**config.mk**
```make
export PLATFORM = sky130hd
export DESIGN_NAME = tlip_ram
export DESIGN_NICKNAME = d
export VERILOG_FILES = /design/src/design/assert_macros.svh /design/src/design/tlip_ram.sv
export SDC_FILE = /design/constraint.sdc
export NUM_CORES = 1
export LEC_CHECK = 0
export BUFFER_PORTS_ARGS = -buffer_cell sky130_fd_sc_hd__buf_4
export CORE_MARGIN = 1.5
export CORE_UTILIZATION = 30
export CTS_CLUSTER_DIAMETER = 80
export DETAILED_ROUTE_END_ITERATION = 10
export GPL_ROUTABILITY_DRIVEN = 0
export SYNTH_ARGS = -nofsm -noshare
export SYNTH_HDL_FRONTEND = slang
export SYNTH_SLANG_ARGS = --single-unit
export TNS_END_PERCENT = 20
```
**constraint.sdc**
```tcl
create_clock -name clk -period 2.8 [get_ports clk]
set_clock_uncertainty 0.05 [all_clocks]
set_input_delay 0.14 -clock clk [delete_from_list [all_inputs] [get_ports clk]]
set_output_delay 0.14 -clock clk [all_outputs]
set_load 0.02 [all_outputs]
```
**src/design/assert_macros.svh**
```systemverilog
// Assertion macros used by the top-level design file.
`ifndef ASSERT_MACROS_SVH
`define ASSERT_MACROS_SVH

// Same-cycle implication, sampled on clk and disabled during reset.
`define ASSERT_IMPL(lbl, ante, cons) \
    lbl: assert property (@(posedge clk) disable iff (!rst_n) (ante) |-> (cons)) \
        else $error("assertion failed");

// Next-cycle implication, sampled on clk and disabled during reset.
`define ASSERT_NEXT(lbl, ante, cons) \
    lbl: assert property (@(posedge clk) disable iff (!rst_n) (ante) |=> (cons)) \
        else $error("assertion failed");

`endif

```
**src/design/tlip_ram.sv**
```systemverilog
// Generic single-port-write, registered-read RAM.
module tlip_ram #(
    parameter int WIDTH = 8,
    parameter int DEPTH = 16
)(
    input  logic                     clk,
    input  logic                     we,
    input  logic [$clog2(DEPTH)-1:0] waddr,
    input  logic [WIDTH-1:0]         wdata,
    input  logic                     re,
    input  logic [$clog2(DEPTH)-1:0] raddr,
    output logic [WIDTH-1:0]         rdata
);

    logic [WIDTH-1:0] mem [DEPTH];

    always_ff @(posedge clk)
    begin
        if (we)
        begin
            mem[waddr] <= wdata;
        end
        if (re)
        begin
            rdata <= mem[raddr];
        end
    end

endmodule

```
* Word level (Yosys, flattened, before mapping) *
Memory sizes are Yosys's and may differ from the RTL's. A register that Yosys moved wholly into a read port is not among the register bits.
Cells that the tools add are included.

operators by class
  mux-type cells = 2

operators with widths
  kind    count
  $mux 1  2

word-level totals
  flip-flop bits (word level) = 0
  bits in writable memories = 128
  input bits = 19
  output and inout port bits = 8
  logic and storage cells = 3
  memories kept = 1

memory list
  memory  words  bits a word  read ports  clocked after memory_dff  wr ports  line            text
  mem     16     8            1           1                         1         tlip_ram.sv:15  logic [WIDTH-1:0] mem [DEPTH];

* Logic depth before layout (Yosys ltp) *
  word-level depth = 2
  depth in mapped cells = 5
  mapped depth without buffers = 3

* Worst setup path after synthesis *
No wires, ideal clock.

  path type = input to register
  from = input waddr[2]
  to = memory mem[0][0] (enable)
  setup time = 383 ps
  arrival time = 1,250 ps
  data required time = 2,367 ps
  path slack = 1,117 ps
  stages = 2
  path buffers = 0
  path through = or3b_2 -> nor3_1

RTL lines
  what             line            text
  start, declared  tlip_ram.sv:8   input logic [$clog2(DEPTH)-1:0] waddr,
  end, declared    tlip_ram.sv:15

No word-level cell before the write port.

==> impl_metrics.toml <==
[status]
status = "completed"

[clocking]
cts_buffers = 17
h-tree-depth = 4
tritoncts = "yes"
cts.sink_count = 136
cts.clk_slew.worst_paths_ns = 0.06
cts_root_buf = "clkbuf_16"
clock_latency_ns = 0.42
post_cts_resize_count = 0
ctsLongestPathBuffers = 2

[yosys]
yosysWarnings = 0
mappedNetlistArea_um2 = 5230
ys_ff_latch = 136
synth_cells = 229
avgSynthCellArea_um2 = 22.8
seq_area_frac_synth_pct = 78.1
synth_nets = 248
yosysUniqueCellTypes = 18

[cells_and_area]
fill_cells = 1613
mostFrequentLayoutCells = "edfxtp_1 (136), buf_4 (41), mux4_2 (18)"
antennaDiodeCount = 0
nets = 306
drive_above_1_share_pct = 28.7
stdcell_count = 525
layout_commonest_cell = "edfxtp_1"
finalInstanceArea_um2 = 6330
final_util_pct = 36.9
syn2layout_area_growth_pct = 21.2

[sta]
period_needed_ns = 1.53
finalCritPeriodShare_pct = 54.7
hold-worst-slack_ns = 0.00822
max_slew_margin_pct = 31.9
final_max_slew_viol_count = 0
worst_pin_slew_ns = 1.02
setup_slack_ns = 1.27
setup_viol = 0
rsz0062_at_grt = "false"
final_hold_viol_count = 0
fin_tns_setup_ns = 0
fmax_mhz = 653

[power_and_ir_drop]
p_per_area_nw_per_um2 = 714
pwr-share-clk_pct = 43.7
p_int_mw = 3.60
power_leakage_nw = 2.10
power.switching_uw = 923
power_mw = 4.52
pwr-share-comb_pct = 5.2
peakVddDrop_mv = 0.491
swShare_pct = 20.4
power_frac_seq_pct = 51.0

[floorplanning]
die_x_um = 135
start_util_pct = 30.4
dieArea_um2 = 18200
fp.dieH_um = 135
core.rowCount = 48
core_um2 = 17200
top_level_ports = 27

[critical_path]
r2r_end = "rdata[6]$_DFFE_PP_"
cp-endpoint = "rdata[6]$_DFFE_PP_"
crit_fanout = 1
end_kind = "flop"
path_depth = 3
reg2reg_depth = 3
cp-startpoint = "mem[11][6]$_DFFE_PP_"
startpoint_type = "flop"
worstPathCellList = "mux4_2 > a22oi_1 > nand2_1"
crit_required_ns = 2.91
ff2ff_setup_slack_ns = 1.27
rr_startpoint = "mem[11][6]$_DFFE_PP_"
slowest_delay_ns = 0.49
path_class = "reg -> reg"
crit_buf_inv = 0
path_delay_family = "multiplexers"
worstPathArrival_ns = 1.64
slowest_stage = "mux4_2"

[min_path]
worstHoldPathCells = 1
hold_path_class = "in -> reg"
min_from = "wdata[6]"

[placement]
post-dp-hpwl_um = 6780
portBuffers = 26
dpl.cell_count = 485
pre_cts_ws_ns = 0.776
postPlaceCellArea_um2 = 5730

[grt]
gr-total-overflow = 0
track_usage_pct = 13.4
grt_pass1_wl_um = 16800
grt_pass1_vias = 2642
grt_max_degree = 33
antenna_found_initial = 0

[route]
drtIter0Drc = 268
ant_nets = 0
highest_layer = "met4"
wl_met2_um = 5180
wl_met1_um = 4870
drc = 0
routed_wirelength_um = 11100
wl_per_cell_um = 21.1
dr_wl_met3_um = 888
dr.pass1.iters = 4
vias = 2499
vias_per_cell = 4.76

[flow_run]
drv_cap = 0
[cell usage after synthesis]
library cell | instances | area, um2
nor2_1 | 13 | 48.8
mux4_2 | 18 | 405
or3b_2 | 1 | 8.76
mux4_1 | 14 | 368
and2_1 | 1 | 6.26
nor2b_1 | 1 | 6.26
nand2_1 | 9 | 33.8
nand2b_1 | 2 | 12.5
clkdlybuf4s25_2 | 3 | 30.0
buf_6 | 3 | 33.8
a22oi_1 | 16 | 120
nor3_1 | 4 | 20.0
nand3_1 | 1 | 5.00
nand3b_1 | 2 | 15.0
buf_2 | 3 | 15.0
buf_4 | 1 | 7.51
and2b_1 | 1 | 7.51
edfxtp_1 | 136 | 4080
[cell families (layout without fill, tap and decap cells)]
logic type | Yosys count | in the layout | share of synthesized area (%)
compound gates | 16 | 16 | 2.30
buf+inv | 10 | 81 | 1.65
flops | 136 | 136 | 78.1
mux | 32 | 32 | 14.8
simple gates | 35 | 35 | 3.14
[cell type report]
class	instances	area (um2)	area share [%]
tap	225	282	4.44
sequential	136	4080	64.5
clock buffer	21	440	6.95
multi-input combinational	83	1060	16.7
clock inverter	11	82.6	1.30
timing repair buffer	49	388	6.12
[metal layers]
metal | vias to the layer above | global-route usage (%)
li1 | 1095 | -
met1 | 1299 | 18.8
met2 | 90 | 19.4
met3 | 15 | 4.62
met4 | 0 | 4.48
met5 | - | 0
[flip-flops by register name, summed over array words and instances, names as in the netlist]
signal / count
mem: 128
rdata: 8
[what timing repair did]
| item | in CTS | in global routing |
|---|---|---|
| hold buffers | 8 | 0 |
| endpoints found under the hold margin | 119 | 0 |
| buffers inserted | 0 | 0 |
[how the worst min path moves through the flow]
stage / slack (ns) / to
4_1_cts: 0.0004 / mem[11][6]$_DFFE_PP_
3_5_place_dp: 0.41 / mem[6][5]$_DFFE_PP_
6_report: 0.008 / mem[8][6]$_DFFE_PP_
5_1_grt: 0.009 / mem[6][6]$_DFFE_PP_
3_3_place_gp: 0.39 / mem[8][4]$_DFFE_PP_
2_1_floorplan: 0.19 / mem[0][0]$_DFFE_PP_
[power groups by stage]
stage / Clock [mW] / Sequential, mW / Combinational (mW)
2_1_floorplan: 0 / 2.36 / 0.116
3_3_place_gp: 0 / 2.35 / 0.226
3_5_place_dp: 0 / 2.35 / 0.231
4_1_cts: 2.01 / 2.31 / 0.241
5_1_grt: 2.09 / 2.31 / 0.257
6_report: 1.98 / 2.31 / 0.236
Power figures use the tool's default switching activity.
