## src/design/assert_macros.svh

```systemverilog
// Assertion macros used by the top-level design file.
`ifndef ASSERT_MACROS_SVH
`define ASSERT_MACROS_SVH

// Same-cycle implication, sampled on clk and disabled during reset.
`define ASSERT_IMPL(lbl, ante, cons) \
    lbl: assert property (@(posedge clk) disable iff (!rst_n) (ante) |-> (cons)) \
        else $error("assertion failed");

// Next-cycle implication, sampled on clk and disabled during reset.
`define ASSERT_NEXT(lbl, ante, cons) \
    lbl: assert property (@(posedge clk) disable iff (!rst_n) (ante) |=> (cons)) \
        else $error("assertion failed");

`endif

```

## src/design/tlip_pkg.sv

```systemverilog
// Package for the two-list index partition unit: codes, states and shared structs.
package tlip_pkg;

    localparam int TLIP_MAX_ITEMS    = 256;
    localparam int TLIP_SIZE_DEFAULT = 256;

    typedef enum logic [1:0] {
        OP_SWAP  = 2'd0,
        OP_CLEAR = 2'd1,
        OP_READ  = 2'd2
    } tlip_op_t;

    typedef enum logic [2:0] {
        ST_INIT,
        ST_IDLE,
        ST_LOOK,
        ST_MOVE,
        ST_LINK,
        ST_RESULT
    } tlip_state_t;

    // RAM strobes from the sequencer
    typedef struct packed {
        logic rd_en;
        logic next_we;
        logic prev_we;
    } ram_ctl_t;

    // Result status handed to the output register
    typedef struct packed {
        logic valid;
        logic ok;
        logic in_set;
    } res_stat_t;

endpackage

```

## src/design/tlip_ctrl.sv

```systemverilog
// Sequencer and list registers: drives the link RAMs one update per cycle, none in IDLE or RESULT.
module tlip_ctrl
    import tlip_pkg::*;
#(
    parameter int MAX_ITEMS = TLIP_MAX_ITEMS
)(
    input  logic                              clk,
    input  logic                              rst_n,
    input  logic                              cfg_we,
    input  logic [$clog2(MAX_ITEMS+1)-1:0]    size_in_use,
    input  logic                              in_valid,
    output logic                              in_ready,
    input  logic [1:0]                        op,
    input  logic [$clog2(MAX_ITEMS+1)-1:0]    item_index,
    input  logic                              res_ready,
    output res_stat_t                         res_stat,
    output logic [$clog2(MAX_ITEMS+1)-1:0]    res_next,
    output logic [$clog2(MAX_ITEMS+1)-1:0]    res_prev,
    output logic [$clog2(MAX_ITEMS+1)-1:0]    list_in_count,
    output logic [$clog2(MAX_ITEMS+1)-1:0]    list_out_count,
    output logic [$clog2(MAX_ITEMS+1)-1:0]    list_first_in,
    output logic [$clog2(MAX_ITEMS+1)-1:0]    list_last_in,
    output logic [$clog2(MAX_ITEMS+1)-1:0]    list_first_out,
    output logic [$clog2(MAX_ITEMS+1)-1:0]    list_last_out,
    output ram_ctl_t                          ram_ctl,
    output logic [$clog2(MAX_ITEMS+1)-1:0]    raddr,
    output logic [$clog2(MAX_ITEMS+1)-1:0]    waddr_next,
    output logic [$clog2(MAX_ITEMS+1):0]      wdata_next,
    output logic [$clog2(MAX_ITEMS+1)-1:0]    waddr_prev,
    output logic [$clog2(MAX_ITEMS+1)-1:0]    wdata_prev,
    input  logic [$clog2(MAX_ITEMS+1):0]      rdata_next,
    input  logic [$clog2(MAX_ITEMS+1)-1:0]    rdata_prev
);

    localparam int IW = $clog2(MAX_ITEMS + 1);
    localparam int SIZE_RST = (TLIP_SIZE_DEFAULT > MAX_ITEMS) ? MAX_ITEMS : TLIP_SIZE_DEFAULT;
    localparam logic [IW-1:0] MAX_IDX  = IW'(MAX_ITEMS);
    localparam logic [IW-1:0] SIZE_RV  = IW'(SIZE_RST);
    localparam logic [IW-1:0] ONE      = IW'(1);

    tlip_state_t    state_reg, state_next;
    logic [1:0]     op_reg, op_next;
    logic [IW-1:0]  cur_reg, cur_next;
    logic [IW-1:0]  nx_reg, nx_next;
    logic [IW-1:0]  pv_reg, pv_next;
    logic           inb_reg, inb_next;
    logic [IW-1:0]  size_reg, size_next;
    logic [IW-1:0]  cnt_reg, cnt_next;
    logic [IW-1:0]  in_head_reg, in_head_next;
    logic [IW-1:0]  in_tail_reg, in_tail_next;
    logic [IW-1:0]  out_head_reg, out_head_next;
    logic [IW-1:0]  out_tail_reg, out_tail_next;
    logic [IW-1:0]  in_total_reg, in_total_next;
    logic [IW-1:0]  out_total_reg, out_total_next;
    logic           ok_reg, ok_next;
    logic           inset_reg, inset_next;
    logic [IW-1:0]  rnext_reg, rnext_next;
    logic [IW-1:0]  rprev_reg, rprev_next;

    logic           idx_valid;
    logic           op_is_clear;
    logic           op_is_lookup;
    logic [IW-1:0]  dst_tail;
    logic [IW-1:0]  look_nx;
    logic           look_inb;
    logic [IW-1:0]  cfg_size;

    assign idx_valid    = (item_index != '0) && (item_index <= size_reg);
    assign op_is_clear  = (op == OP_CLEAR);
    assign op_is_lookup = (op == OP_SWAP) || (op == OP_READ);
    // the list the item is moving to
    assign dst_tail     = inb_reg ? out_tail_reg : in_tail_reg;
    assign look_nx      = rdata_next[IW-1:0];
    assign look_inb     = rdata_next[IW];
    assign cfg_size     = (size_in_use == '0) ? ONE :
                          (size_in_use > MAX_IDX) ? MAX_IDX : size_in_use;

    assign res_next       = rnext_reg;
    assign res_prev       = rprev_reg;
    assign list_in_count  = in_total_reg;
    assign list_out_count = out_total_reg;
    assign list_first_in  = in_head_reg;
    assign list_last_in   = in_tail_reg;
    assign list_first_out = out_head_reg;
    assign list_last_out  = out_tail_reg;

    always_ff @(posedge clk or negedge rst_n)
    begin
        if (!rst_n)
        begin
            state_reg     <= ST_INIT;
            size_reg      <= SIZE_RV;
            cnt_reg       <= ONE;
            in_head_reg   <= '0;
            in_tail_reg   <= '0;
            out_head_reg  <= ONE;
            out_tail_reg  <= SIZE_RV;
            in_total_reg  <= '0;
            out_total_reg <= SIZE_RV;
        end
        else
        begin
            state_reg     <= state_next;
            size_reg      <= size_next;
            cnt_reg       <= cnt_next;
            in_head_reg   <= in_head_next;
            in_tail_reg   <= in_tail_next;
            out_head_reg  <= out_head_next;
            out_tail_reg  <= out_tail_next;
            in_total_reg  <= in_total_next;
            out_total_reg <= out_total_next;
        end
    end

    always_ff @(posedge clk)
    begin
        op_reg    <= op_next;
        cur_reg   <= cur_next;
        nx_reg    <= nx_next;
        pv_reg    <= pv_next;
        inb_reg   <= inb_next;
        ok_reg    <= ok_next;
        inset_reg <= inset_next;
        rnext_reg <= rnext_next;
        rprev_reg <= rprev_next;
    end

    always_comb
    begin
        state_next     = state_reg;
        op_next        = op_reg;
        cur_next       = cur_reg;
        nx_next        = nx_reg;
        pv_next        = pv_reg;
        inb_next       = inb_reg;
        size_next      = size_reg;
        cnt_next       = cnt_reg;
        in_head_next   = in_head_reg;
        in_tail_next   = in_tail_reg;
        out_head_next  = out_head_reg;
        out_tail_next  = out_tail_reg;
        in_total_next  = in_total_reg;
        out_total_next = out_total_reg;
        ok_next        = ok_reg;
        inset_next     = inset_reg;
        rnext_next     = rnext_reg;
        rprev_next     = rprev_reg;
        ram_ctl        = '0;
        raddr          = cur_reg;
        waddr_next     = cur_reg;
        wdata_next     = '0;
        waddr_prev     = cur_reg;
        wdata_prev     = '0;
        res_stat       = '0;
        in_ready       = (state_reg == ST_IDLE);

        case (state_reg)
            ST_INIT:
            begin
                // lay out the chain 1..size in the out-list, one entry a cycle
                ram_ctl.next_we = 1'b1;
                ram_ctl.prev_we = 1'b1;
                waddr_next      = cnt_reg;
                waddr_prev      = cnt_reg;
                wdata_next      = {1'b0, (cnt_reg == size_reg) ? {IW{1'b0}} : cnt_reg + ONE};
                wdata_prev      = cnt_reg - ONE;
                cnt_next        = cnt_reg + ONE;
                if (cnt_reg == size_reg)
                begin
                    state_next = ST_IDLE;
                end
            end
            ST_IDLE:
            begin
                raddr = op_is_clear ? in_head_reg : item_index;
                if (in_valid)
                begin
                    ram_ctl.rd_en = (op_is_clear && (in_head_reg != '0)) ||
                                    (op_is_lookup && idx_valid);
                    op_next    = op;
                    cur_next   = raddr;
                    ok_next    = op_is_clear || (op_is_lookup && idx_valid);
                    inset_next = 1'b0;
                    rnext_next = '0;
                    rprev_next = '0;
                    state_next = ram_ctl.rd_en ? ST_LOOK : ST_RESULT;
                end
            end
            ST_LOOK:
            begin
                nx_next  = look_nx;
                pv_next  = rdata_prev;
                inb_next = look_inb;
                if (op_reg == OP_READ)
                begin
                    inset_next = look_inb;
                    rnext_next = look_nx;
                    rprev_next = rdata_prev;
                    state_next = ST_RESULT;
                end
                else
                begin
                    // unlink: predecessor skips forward, successor skips back
                    ram_ctl.next_we = (rdata_prev != '0);
                    waddr_next      = rdata_prev;
                    wdata_next      = {look_inb, look_nx};
                    ram_ctl.prev_we = (look_nx != '0);
                    waddr_prev      = look_nx;
                    wdata_prev      = rdata_prev;
                    state_next      = ST_MOVE;
                end
            end
            ST_MOVE:
            begin
                ram_ctl.next_we = 1'b1;
                ram_ctl.prev_we = 1'b1;
                wdata_next      = {~inb_reg, {IW{1'b0}}};
                wdata_prev      = dst_tail;
                state_next      = ST_LINK;
            end
            ST_LINK:
            begin
                ram_ctl.next_we = (dst_tail != '0);
                waddr_next      = dst_tail;
                wdata_next      = {~inb_reg, cur_reg};
                if (inb_reg)
                begin
                    if (nx_reg == '0)
                    begin
                        in_tail_next = pv_reg;
                    end
                    if (pv_reg == '0)
                    begin
                        in_head_next = nx_reg;
                    end
                    if (out_tail_reg == '0)
                    begin
                        out_head_next = cur_reg;
                    end
                    out_tail_next  = cur_reg;
                    in_total_next  = in_total_reg - ONE;
                    out_total_next = out_total_reg + ONE;
                end
                else
                begin
                    if (nx_reg == '0)
                    begin
                        out_tail_next = pv_reg;
                    end
                    if (pv_reg == '0)
                    begin
                        out_head_next = nx_reg;
                    end
                    if (in_tail_reg == '0)
                    begin
                        in_head_next = cur_reg;
                    end
                    in_tail_next   = cur_reg;
                    in_total_next  = in_total_reg + ONE;
                    out_total_next = out_total_reg - ONE;
                end
                if (op_reg == OP_SWAP)
                begin
                    inset_next = ~inb_reg;
                    rnext_next = '0;
                    rprev_next = dst_tail;
                    state_next = ST_RESULT;
                end
                else if (nx_reg != '0)
                begin
                    // clear walks the in-list from its head
                    raddr         = nx_reg;
                    ram_ctl.rd_en = 1'b1;
                    cur_next      = nx_reg;
                    state_next    = ST_LOOK;
                end
                else
                begin
                    state_next = ST_RESULT;
                end
            end
            ST_RESULT:
            begin
                res_stat.valid  = 1'b1;
                res_stat.ok     = ok_reg;
                res_stat.in_set = inset_reg;
                if (res_ready)
                begin
                    state_next = ST_IDLE;
                end
            end
            default:
            begin
                state_next = ST_INIT;
                cnt_next   = ONE;
            end
        endcase

        if (cfg_we)
        begin
            size_next      = cfg_size;
            cnt_next       = ONE;
            in_head_next   = '0;
            in_tail_next   = '0;
            out_head_next  = ONE;
            out_tail_next  = cfg_size;
            in_total_next  = '0;
            out_total_next = cfg_size;
            state_next     = ST_INIT;
        end
    end

endmodule

```

## config.mk

```make
export PLATFORM = sky130hd
export DESIGN_NAME = tlip_ctrl
export DESIGN_NICKNAME = d
export VERILOG_FILES = /design/src/design/assert_macros.svh /design/src/design/tlip_pkg.sv /design/src/design/tlip_ctrl.sv
export SDC_FILE = /design/constraint.sdc
export NUM_CORES = 1
export LEC_CHECK = 0
export ABC_CLOCK_PERIOD_IN_PS = 4300
export BUFFER_PORTS_ARGS = -buffer_cell sky130_fd_sc_hd__buf_4
export CAP_MARGIN = 30
export CORE_MARGIN = 2
export CORE_UTILIZATION = 25
export DETAILED_ROUTE_END_ITERATION = 10
export PLACE_DENSITY = 0.51
export SYNTH_ARGS = -nofsm -noshare
export SYNTH_HDL_FRONTEND = slang
export SYNTH_SLANG_ARGS = --single-unit
```

## constraint.sdc

```tcl
create_clock -name clk -period 4.3 [get_ports clk]
set_clock_uncertainty 0.2 [all_clocks]
set_input_delay 0.645 -clock clk [delete_from_list [all_inputs] [get_ports clk]]
set_output_delay 0.645 -clock clk [all_outputs]
set_load 0.05 [all_outputs]
```

== Word-level counts from Yosys, hierarchy flattened ==
Index checks and enable logic that the tools add are counted.

* $add $sub $neg: 6
* Mux-type cells: 70
* Equality and inequality tests: 19
* Bitwise operators: 1
* Magnitude comparators: 2
* Reduce and logical (&&, ||, !) cells: 36

{| class="wikitable"
|+ Operator list
! kind !! number
|-
| 9-bit 2-to-1 mux || 39
|-
| 9-bit one-hot mux with 3 select lines || 4
|-
| 9-bit one-hot mux with 2 select lines || 4
|-
| 9-bit nonzero test || 6
|-
| 9-bit logical NOT || 5
|-
| 10-bit one-hot mux with 4 select lines || 1
|-
| 9-bit by 1-bit adder with 9-bit output, second input constant || 3
|-
| 3-bit 2-to-1 mux || 9
|-
| 9-bit by 1-bit subtractor with 9-bit output, second input constant || 3
|-
| 3-bit one-hot mux with 6 select lines || 1
|-
| 3-bit nonzero test || 4
|-
| 10-bit 2-to-1 mux || 1
|-
| 9-bit == test || 1
|-
| 9-bit greater-than comparator, second input constant || 1
|-
| 9-bit <= comparator || 1
|-
| 3-bit by 2-bit inequality test with 1-bit output, second input constant || 3
|-
| 3-bit inequality test, second input constant || 3
|-
| 3-bit AND reduction || 3
|-
| 2-bit AND reduction || 4
|-
| 3-bit by 2-bit == test with 1-bit output, second input constant || 2
|-
| 3-bit == test, second input constant || 2
|-
| 1-bit 2-to-1 mux || 6
|-
| 2-bit inequality test, second input constant || 3
|-
| 1-bit one-hot mux with 3 select lines || 2
|-
| 15 further kinds || 23
|}

* Input bits: 44
* Flip-flop bits (word level): 125
* Word-level logic and storage cells: 152
* Output and inout port bits: 125

== Longest topological paths before layout ==
Gate-level depths: netlist of the first run.

* Depth after elaboration: 8
* Gate-level depth with buffers: 10
* Gate-level depth less buffers: 8

== Least setup slack after synthesis of the first run ==
OpenSTA, ideal clock, no wires.

* Kind: flip-flop to flip-flop
* Start: register state_reg[2]
* End: register inset_reg (enable)
* Arrival: 2.661 ns
* Required time: 3.675 ns
* Slack: 1.014 ns
* Buffers on the path: 3
* Cell stages (with the launch flop): 6
* Period minus slack after synthesis: 3.286 ns
* Setup time: 0.425 ns
* Path through: dfrtp_1 > buf_2 > clkbuf_1 > clkbuf_1 > a22oi_1 > o31ai_1

* Longest elaborated chain between the ends: 3
* Elaborated cells between the ends (all ways): 8
* Classes of those cells: 6 x eq/ne; 2 x reduce/logical

{| class="wikitable"
|+ RTL lines
! element !! RTL line !! RTL
|-
| start, declared || tlip_ctrl.sv:41 || <nowiki>tlip_state_t state_reg, state_next;</nowiki>
|-
| start signal, assigned || tlip_ctrl.sv:103 || <nowiki>state_reg <= state_next;</nowiki>
|-
| 3-bit == test (tied with other cells) || tlip_ctrl.sv:157 || <nowiki>case (state_reg)</nowiki>
|-
| 2-bit inequality test (no line) or 3-bit nonzero test (tied branches) || n/a ||
|-
| 4-bit AND reduction (no line) (*) || n/a ||
|-
| end signal, assigned || tlip_ctrl.sv:123 || <nowiki>inset_reg <= inset_next;</nowiki>
|-
| end, declared || tlip_ctrl.sv:56 || <nowiki>logic inset_reg, inset_next;</nowiki>
|}

Mark *: on every way between the ends. The rest lies on a longest branch, timed or not.
A chain may end at the register's enable or synchronous reset.

== Worst setup path in the final report of the first run ==
* Start: register nx_reg[6]
* End: output port raddr[1]

* Longest elaborated chain between the ends: 4

{| class="wikitable"
|+ RTL lines
! element !! RTL line !! RTL
|-
| start, declared || tlip_ctrl.sv:44 || <nowiki>logic [IW-1:0] nx_reg, nx_next;</nowiki>
|-
| start signal, assigned || tlip_ctrl.sv:119 || <nowiki>nx_reg <= nx_next;</nowiki>
|-
| 9-bit nonzero test || tlip_ctrl.sv:269 || <nowiki>else if (nx_reg != '0)</nowiki>
|-
| 9-bit 2-to-1 mux || tlip_ctrl.sv:269 ||
|-
| 9-bit 2-to-1 mux || tlip_ctrl.sv:262 || <nowiki>if (op_reg == OP_SWAP)</nowiki>
|-
| 9-bit one-hot mux with 2 select lines || tlip_ctrl.sv:157 ||
|-
| end, declared || tlip_ctrl.sv:26 || <nowiki>output logic [$clog2(MAX_ITEMS+1)-1:0] raddr,</nowiki>
|}

Every way passes these cells.

==> results of run 1 <==
-- cell type report --
type	count	share of cell area (%)
Multi-Input combinational cell	683	41.7
Sequential cell	125	32.0
Timing Repair Buffer	197	14.4
Tap cell	442	5.23
Clock buffer	23	5.07
Inverter	28	0.994
Clock inverter	9	0.639
-- cells by family (layout without fill, tap and decap cells) --
family,count (synthesis),count (layout)
AOI/OAI and AO/OA,262,262
xor gates and xnor gates,34,34
adders and majority gates,27,27
buffers and inverters,101,257
DFF,125,125
muxes,60,60
and+or+nand+nor,300,300
-- cells in the mapped netlist (3+ instances only) --
cell	count
nor4_1	13
a221o_1	7
or4_1	3
nand2b_1	4
buf_4	3
or3_1	5
nand4_1	4
a31oi_1	4
nor2_1	48
nor3_1	23
buf_2	28
nand3b_1	4
and3_1	16
mux2i_1	50
mux2_2	10
o221ai_1	9
a222oi_1	3
a21oi_1	81
nand2_1	116
nor2b_1	5
or2_2	5
a21o_1	9
o211ai_1	8
nand3_1	34
edfxtp_1	50
buf_1	4
and2_1	12
inv_1	27
dfstp_2	5
o21a_1	3
a22oi_1	17
xor2_1	13
xnor2_1	21
a211oi_1	16
ha_1	25
o21ai_0	58
dfrtp_1	70
clkbuf_1	36
o31ai_1	26
-- power by group --
group	total (mW)	switching, mW	internal [mW]
logic	0.905	0.619	0.285
clock network	1.48	0.595	0.884
registers	1.37	0.0793	1.29
total	3.76	1.29	2.46
-- placed cells by master (no fill, tap or decap), types with 4 or more instances in the layout --
cell       count
inv_1         27
nor4_1        13
buf_4        194
a21oi_1       81
nand2_1      116
or2_2          5
nor3_1        22
a22oi_1       17
edfxtp_1      50
or3_1          5
mux2i_1       50
a221o_1        7
a21o_1         9
mux2_2        10
and2_1        12
ha_1          25
nor2_1        48
nand3_1       34
a211oi_1      16
nand4_1        4
and3_1        16
o21ai_0       58
xnor2_1       21
o221ai_1       9
nand2b_1       4
o31ai_1       25
dfrtp_1       70
dfstp_2        5
nand3b_1       4
nor2b_1        5
a31oi_1        4
xor2_1        13
o211ai_1       8
clkbuf_16     20
-- metrics by stage --
| step | cells | hold slack (ns) | utilization (%) | setup slack, ns | instance area [sq um] |
|---|---|---|---|---|---|
| 6_report | 1507 | 0.202 | 32.6 | 0.516 | 10600 |
| 2_1_floorplan | 909 | 0.149 | - | 1.01 | 8210 |
| 4_1_cts | 1506 | 0.183 | 32.5 | 0.554 | 10500 |
| 3_3_place_gp | 1472 | 0.266 | 30.5 | 0.818 | 9900 |
| 3_5_place_dp | 1473 | 0.271 | 30.6 | 0.760 | 9930 |
| 5_1_grt | 1507 | 0.194 | 32.6 | 0.406 | 10600 |
-- critical path, stage by stage (launching register included) --
cell and delay [ns]:
edfxtp_1 0.58, nor4_1 0.39, nand3b_1 0.19, nand2_1 0.10, buf_4 0.21, nand2_1 0.07, o21ai_1 0.36, a221o_1 0.37
buf_4 0.23
-- final timing paths --
path                              startpoint                end  slack [ns]  cells after the start
max in group asynchronous              rst_n         cnt_reg[0]        2.71                      3
max                                nx_reg[6]           raddr[1]        0.52                      8
min in group asynchronous              rst_n  list_out_count[2]        0.52                      2
min                                    op[1]          op_reg[1]        0.20                      1
min reg2reg                list_first_out[1]  list_first_out[1]        0.27                      2
max reg2reg                     state_reg[0]   list_last_out[5]        1.38                      7
-- per-layer routing --
metal,wire length (um),global-route usage (%)
met1,14400,25.6
met2,16500,33.1
met3,2190,3.50
met4,855,7.65
met5,0,0
==> results_dict.tcl, run 1 <==
set metrics [dict create \
    synth-adder-area-share_pct 4.30 \
    vdd_drop_max_v 0.000253 \
    die_h_um 185 \
    crit_required_ns 3.45 \
    synth_top_family_by_area "compound AO/OA/AOI/OAI gates" \
    drive_above_1_share_pct 24.5 \
    antenna_found_initial 0 \
    yosysTopAreaCellShare_pct 21.3 \
    cts_setup_buffers 0 \
    hold_class "in -> reg" \
    rsz0062_at_grt "false" \
    ant_nets 0 \
    slew_violations 0 \
    seq_area_sq_um 3380 \
    synth-main-ff-cell "dfrtp_1" \
    period_minus_slack_ns 3.78 \
    io_buffers 168 \
    place.gp.congestion 0.908 \
    arrival_ns 2.94 \
    drt_wl_total_um 34000 \
    diodes 0 \
    io_pins 169 \
    ys_ff_latch 125 \
    start_util_pct 25.3 \
    critical_path.max_fanout 13 \
    tritoncts "done" \
    grt_overflow 0 \
    yosys_warnings 0 \
    cp-end-kind "primary output" \
    die_area_sq_um 34300 \
    finalHoldViolCount 0 \
    dr.pass1.iters 5 \
    area_growth_pct 28.8 \
    htree_levels 4 \
    synth_edf_count 50 \
    wl_per_cell_um 22.5 \
    synth_async_sr_flop_share_pct 60.0 \
    nets 1123 \
    drv_cap 0 \
    synthXorXnorAreaFrac_pct 3.63 \
    grt_pass1_vias 7686 \
    setup_viol 0 \
    fillerInstances 3418 \
    yosys.area.top_type "dfrtp_1" \
    grt_pass1_wl_um 50200 \
    core_area_sq_um 32500 \
    clock.fmax_mhz 264 \
    grt_max_degree 51 \
    finalSetupTns_ns 0 \
    clk_path_buf_depth 2 \
    path_class "reg -> out" \
    cts-root-buf "clkbuf_16" \
    clkTransAtPathRegs_ns 0.06 \
    cts_sinks 125 \
    dr.first_iter.drc_count 774 \
    drc 0 \
    p_leak_nw 4.52 \
    numCtsBuffers 17 \
    synth_nets 980 \
    dp_hpwl_um 24900 \
    tightest_slew_ns 0.897 \
    vias 7874 \
    muxShareOfSynthArea_pct 7.47 \
    synth_cell_types 63 \
    fp.dieW_um 185 \
    cp-start-kind "register" \
    grt_usage_pct 19.9 \
    multi_input_area_sq_um 4410 \
    relSlewSlack_pct 40.1 \
    synthCells 909 \
    p_per_area_nw_per_um2 355 \
    syn_area_sq_um 8210 \
    synth_simple_gate_area_share_pct 17.6 \
    power.total_mw 3.76 \
    period_share_pct 88.0 \
    syn_avg_cell_area_sq_um 9.03 \
    postCtsHoldBufs 1 \
    clkLatencyLatePin_ns 0.43 \
    synthTopCellsByArea "dfrtp_1 21%, edfxtp_1 18%, mux2i_1 6.1%, nand2_1 5.3%, a21oi_1 4.9%" \
    status "finished clean" \
    yosysSeqAreaShare_pct 41.2 \
    cts_resized 0 \
    viasPerCell 5.22 \
    synth-compound-area-share_pct 20.5 \
    rows 66 \
]
Power figures use the tool's default switching activity.
==> inputs of run 2 (changes only) <==
Settings changed: CORE_UTILIZATION 25 to 32, PLACE_DENSITY 0.51 to 0.59, SLEW_MARGIN set to 20.
==> run 2 against run 1 <==
Effect of this change: via count grew 0.61%; maximum frequency is 1.7% higher; register-to-register slack got worse by 0.24 ns; count of clock-buffer cells in the layout shrank 3.
==> results_dict.tcl, run 2 (synthesis results as in run 1) <==
set metrics [dict create \
    cts_resized 0 \
    fin_ws_ns 0.580 \
    vias 7922 \
    fin_area_sq_um 10400 \
    io_buffers 168 \
    clkTransAtPathRegs_ns 0.06 \
    slew_violations 0 \
    dr.pass1.iters 5 \
    wl_per_cell_um 22.1 \
    relSlewSlack_pct 35.5 \
    finalHoldViolCount 0 \
    arrival_ns 2.88 \
    fillerInstances 2487 \
    grt_overflow 0 \
    cpPeakStageDelay_ns 0.44 \
    clockPowerShare_pct 41.1 \
    grt_pass1_vias 7512 \
    io_pins 169 \
    clock.fmax_mhz 269 \
    finalSetupTns_ns 0 \
    placed_cell_area_sq_um 9760 \
    place_ws_ns 1.02 \
    core_area_sq_um 25200 \
    power.total_mw 3.84 \
    final-instance-count-excl-fill 1390 \
    period_share_pct 86.5 \
    dr.first_iter.drc_count 932 \
    holdPathStages 1 \
    antenna_found_initial 0 \
    tightest_slew_ns 0.967 \
    crit_required_ns 3.45 \
    fp.dieW_um 164 \
    tritoncts "done" \
    clkLatencyLatePin_ns 0.42 \
    die_area_sq_um 27000 \
    cp_top_family "buffers and inverters" \
    setup_viol 0 \
    status "finished clean" \
    place.gp.congestion 0.899 \
    drc 0 \
    final_cell_mix "190 x buf_4, 116 x nand2_1, 81 x a21oi_1, 70 x dfrtp_1, 58 x o21ai_0" \
    p_leak_nw 4.48 \
    hold_class "in -> reg" \
    drt_wl_total_um 30800 \
    critical_path.max_fanout 38 \
    p_int_mw 2.60 \
    ant_nets 0 \
    dp_cells 1357 \
    rows 58 \
    drive_above_1_share_pct 23.8 \
    dp_hpwl_um 22000 \
    cp-end-kind "primary output" \
    nets 1118 \
    start_util_pct 32.6 \
    path_buf_inv 4 \
    cts-root-buf "clkbuf_16" \
    p_comb_share_pct 23.0 \
    die_h_um 164 \
    hold_slack_ns 0.225 \
    slowest_stage "nand2_1" \
    sw_frac_of_total_pct 32.2 \
    final_common_cell "buf_4" \
    diodes 0 \
    grt_max_degree 83 \
    viasPerCell 5.70 \
    clk_path_buf_depth 2 \
    worstPathCellList "buf_4 > inv_1 > nand2_1 > inv_1 > o21ai_1 > a221o_1 > buf_4" \
    pwr-share-seq_pct 36.0 \
    grt_usage_pct 22.9 \
    cts_sinks 125 \
    p_per_area_nw_per_um2 369 \
    postLayoutCoreUtil_pct 41.3 \
    period_minus_slack_ns 3.72 \
    numCtsBuffers 17 \
    cp-start-kind "register" \
    grt_pass1_wl_um 46200 \
    area_growth_pct 26.7 \
    path_depth 7 \
    path_class "reg -> out" \
    rsz0062_at_grt "false" \
    p_switching_mw 1.24 \
    htree_levels 4 \
    vdd_drop_max_v 0.000245 \
    worst_r2r_path_depth 8 \
    drv_cap 0 \
]
-- run 2: what timing repair did --
action                                  CTS  global route
endpoints found under the hold margin    20             0
endpoints found under the setup margin    0             0
hold buffers                              1             0
setup buffers                             0             0
-- run 2: per-layer routing --
layer	GRT usage [%]	part of all wire, %	vias to the layer above
met5	0	0	-
met4	6.86	1.9	0
met3	4.65	8.5	39
met2	34.3	45	404
met1	33.2	45	3859
li1	-	-	3620
-- run 2: worst paths after layout --
check,from,endpoint,slack (ns)
worst max-delay path,state_reg[2],raddr[6],0.58
worst min-delay path,rdata_next[9],inb_reg,0.23
worst max register to register,inb_reg,list_out_count[8],1.14
worst min register to register,list_first_out[2],list_first_out[2],0.28
max in group asynchronous,rst_n,list_last_out[8],2.77
min in group asynchronous,rst_n,list_out_count[6],0.48
-- run 2: worst register-to-register path, cell delays in order (launching register included) --
cell,delay (ns)
edfxtp_1,0.82
inv_1,0.39
fa_1,0.51
a21oi_2,0.19
o211ai_2,0.13
o41ai_2,0.24
xnor2_1,0.11
or3_1,0.32
a31oi_1,0.17
-- run 2: power groups by stage --
stage	clock network, mW	registers [mW]	logic (mW)
finish	1.58	1.38	0.882
detailed placement	0	1.40	0.877
CTS	1.60	1.38	0.881
global placement	0	1.40	0.869
floorplan	0	1.47	0.480
global route	1.65	1.38	0.935
-- run 2: cell type report --
cell class / count / area, sq um / share of cell area, %
clock buffer: 20 / 437 / 4.20
timing repair buffer: 192 / 1460 / 14.1
tap: 330 / 413 / 3.97
inverter: 28 / 105 / 1.01
clock inverter: 12 / 194 / 1.86
multi-input combinational: 683 / 4410 / 42.4
sequential: 125 / 3380 / 32.5
==> inputs of run 3 (changes only) <==
Settings changed: PLACE_DENSITY 0.59 to not set.
==> run 3 against run 2 <==
Effect of this change: critical path depth fell by 2; global-route usage fell by 0.28 points; utilization fell by 0.084 points; sequential power barely moved; final area fell by 0.20%; maximum frequency fell by 4.3%; die area did not move; worst hold slack got worse by 0.22 ns; first-iteration DRC count fell by 13%; worst setup slack got worse by 0.17 ns; sequential cell count did not move; wire length fell by 0.49%; critical path type unchanged; critical endpoint is now raddr[7]; largest cell class unchanged.
==> results_dict.tcl, run 3 (synthesis results as in run 1) <==
set metrics [dict create \
    status "finished clean" \
    relSlewSlack_pct 45.4 \
    worstPathCellList "nor2_1 > nand2_1 > nor2_1 > a221o_1 > buf_4" \
    drv_cap 0 \
    postCtsHoldBufs 0 \
    dp_hpwl_um 22200 \
    cts_setup_buffers 0 \
    dr.pass1.iters 5 \
    viasPerCell 5.72 \
    place_ws_ns 0.941 \
    die_h_um 164 \
    postLayoutCoreUtil_pct 41.2 \
    slew_violations 0 \
    fin_ws_ns 0.414 \
    power.total_mw 3.75 \
    grt_usage_pct 22.6 \
    cp-start-kind "register" \
    start_util_pct 32.6 \
    p_switching_mw 1.24 \
    crit_required_ns 3.45 \
    finalHoldViolCount 0 \
    tightest_slew_ns 0.819 \
    grt_overflow 0 \
    clkTransAtPathRegs_ns 0.06 \
    grt_pass1_vias 7598 \
    pwr-share-seq_pct 36.7 \
    cts_resized 0 \
    placed_cell_area_sq_um 9780 \
    tritoncts "done" \
    worst_path_most_repeated_cell "nor2_1" \
    path_class "reg -> out" \
    htree_levels 4 \
    cp-end-kind "primary output" \
    hold_slack_ns 0.00768 \
    diodes 0 \
    io_buffers 168 \
    clock.fmax_mhz 257 \
    critical_path.max_fanout 24 \
    drc 0 \
    p_leak_nw 4.49 \
    fp.dieW_um 164 \
    area_growth_pct 26.4 \
    fin_area_sq_um 10400 \
    clockPowerShare_pct 39.8 \
    vias 7957 \
    vdd_drop_max_v 0.000218 \
    p_per_area_nw_per_um2 361 \
    p_int_mw 2.52 \
    clk_path_buf_depth 2 \
    period_share_pct 90.4 \
    cts_sinks 125 \
    sw_frac_of_total_pct 32.9 \
    drt_wl_total_um 30600 \
    wl_per_cell_um 22.0 \
    drive_above_1_share_pct 23.8 \
    final-instance-count-excl-fill 1391 \
    finalSetupTns_ns 0 \
    grt_max_degree 45 \
    period_minus_slack_ns 3.89 \
    core_area_sq_um 25200 \
    hold_class "in -> async" \
    rows 58 \
    grt_pass1_wl_um 45700 \
    arrival_ns 3.04 \
    clkLatencyLatePin_ns 0.43 \
    cpPeakStageDelay_ns 0.68 \
    io_pins 169 \
    numCtsBuffers 17 \
    final_common_cell "buf_4" \
    setup_viol 0 \
    antenna_found_initial 0 \
    cts-root-buf "clkbuf_16" \
    dr.first_iter.drc_count 815 \
    place.gp.congestion 0.906 \
    die_area_sq_um 27000 \
    nets 1119 \
    slowest_stage "dfrtp_1" \
    rsz0062_at_grt "false" \
    ant_nets 0 \
    dp_cells 1359 \
    p_comb_share_pct 23.5 \
    final_cell_mix "191 x buf_4, 116 x nand2_1, 81 x a21oi_1, 70 x dfrtp_1, 58 x o21ai_0" \
]
==> run 3: metal layers <==
metal  part of all wire (%)  track usage, %  wire [um]  up-vias
met5                      0               0          0        -
met4                    1.6            5.94        497        0
met3                    9.2            6.29       2820       46
met2                     45            34.7      13900      437
met1                     44            31.3      13500     3858
li1                       -               -          -     3616
==> run 3: worst paths after layout <==
kind                              startpoint           endpoint  slack [ns]  cells past startpoint
setup / recovery                state_reg[1]           raddr[7]        0.41                      5
hold / removal                         rst_n  list_out_count[6]       0.008                      1
setup reg to reg                state_reg[1]    list_last_in[8]        1.12                      7
hold reg to reg            list_first_out[5]  list_first_out[5]        0.28                      2
max in group asynchronous              rst_n         cnt_reg[0]        3.22                      2
min in group clk                       op[1]          op_reg[1]        0.23                      1
==> run 3: worst max-delay path, delay by kind of cell (launching register included) <==
kind	cells	cell delay, ns
AND/OR/NAND/NOR	3	1.44
AO/OA/AOI/OAI	1	0.28
flip-flops	1	0.68
buffers and inverters	1	0.20
==> run 3: power groups by stage <==
| stage | Clock (mW) | Combinational [mW] | Sequential (mW) |
|---|---|---|---|
| 2_1_floorplan | 0 | 0.480 | 1.47 |
| 3_3_place_gp | 0 | 0.872 | 1.40 |
| 3_5_place_dp | 0 | 0.879 | 1.40 |
| 4_1_cts | 1.51 | 0.882 | 1.37 |
| 5_1_grt | 1.55 | 0.938 | 1.38 |
| 6_report | 1.49 | 0.883 | 1.38 |
==> run 3: cell type report <==
type	instances	area [sq um]
inverters	28	105
clock buffers	21	460
well taps	330	413
repair buffers	193	1470
clock inverters	11	139
multi-input cells	683	4410
flip-flops and latches	125	3380
fillers	2536	14800
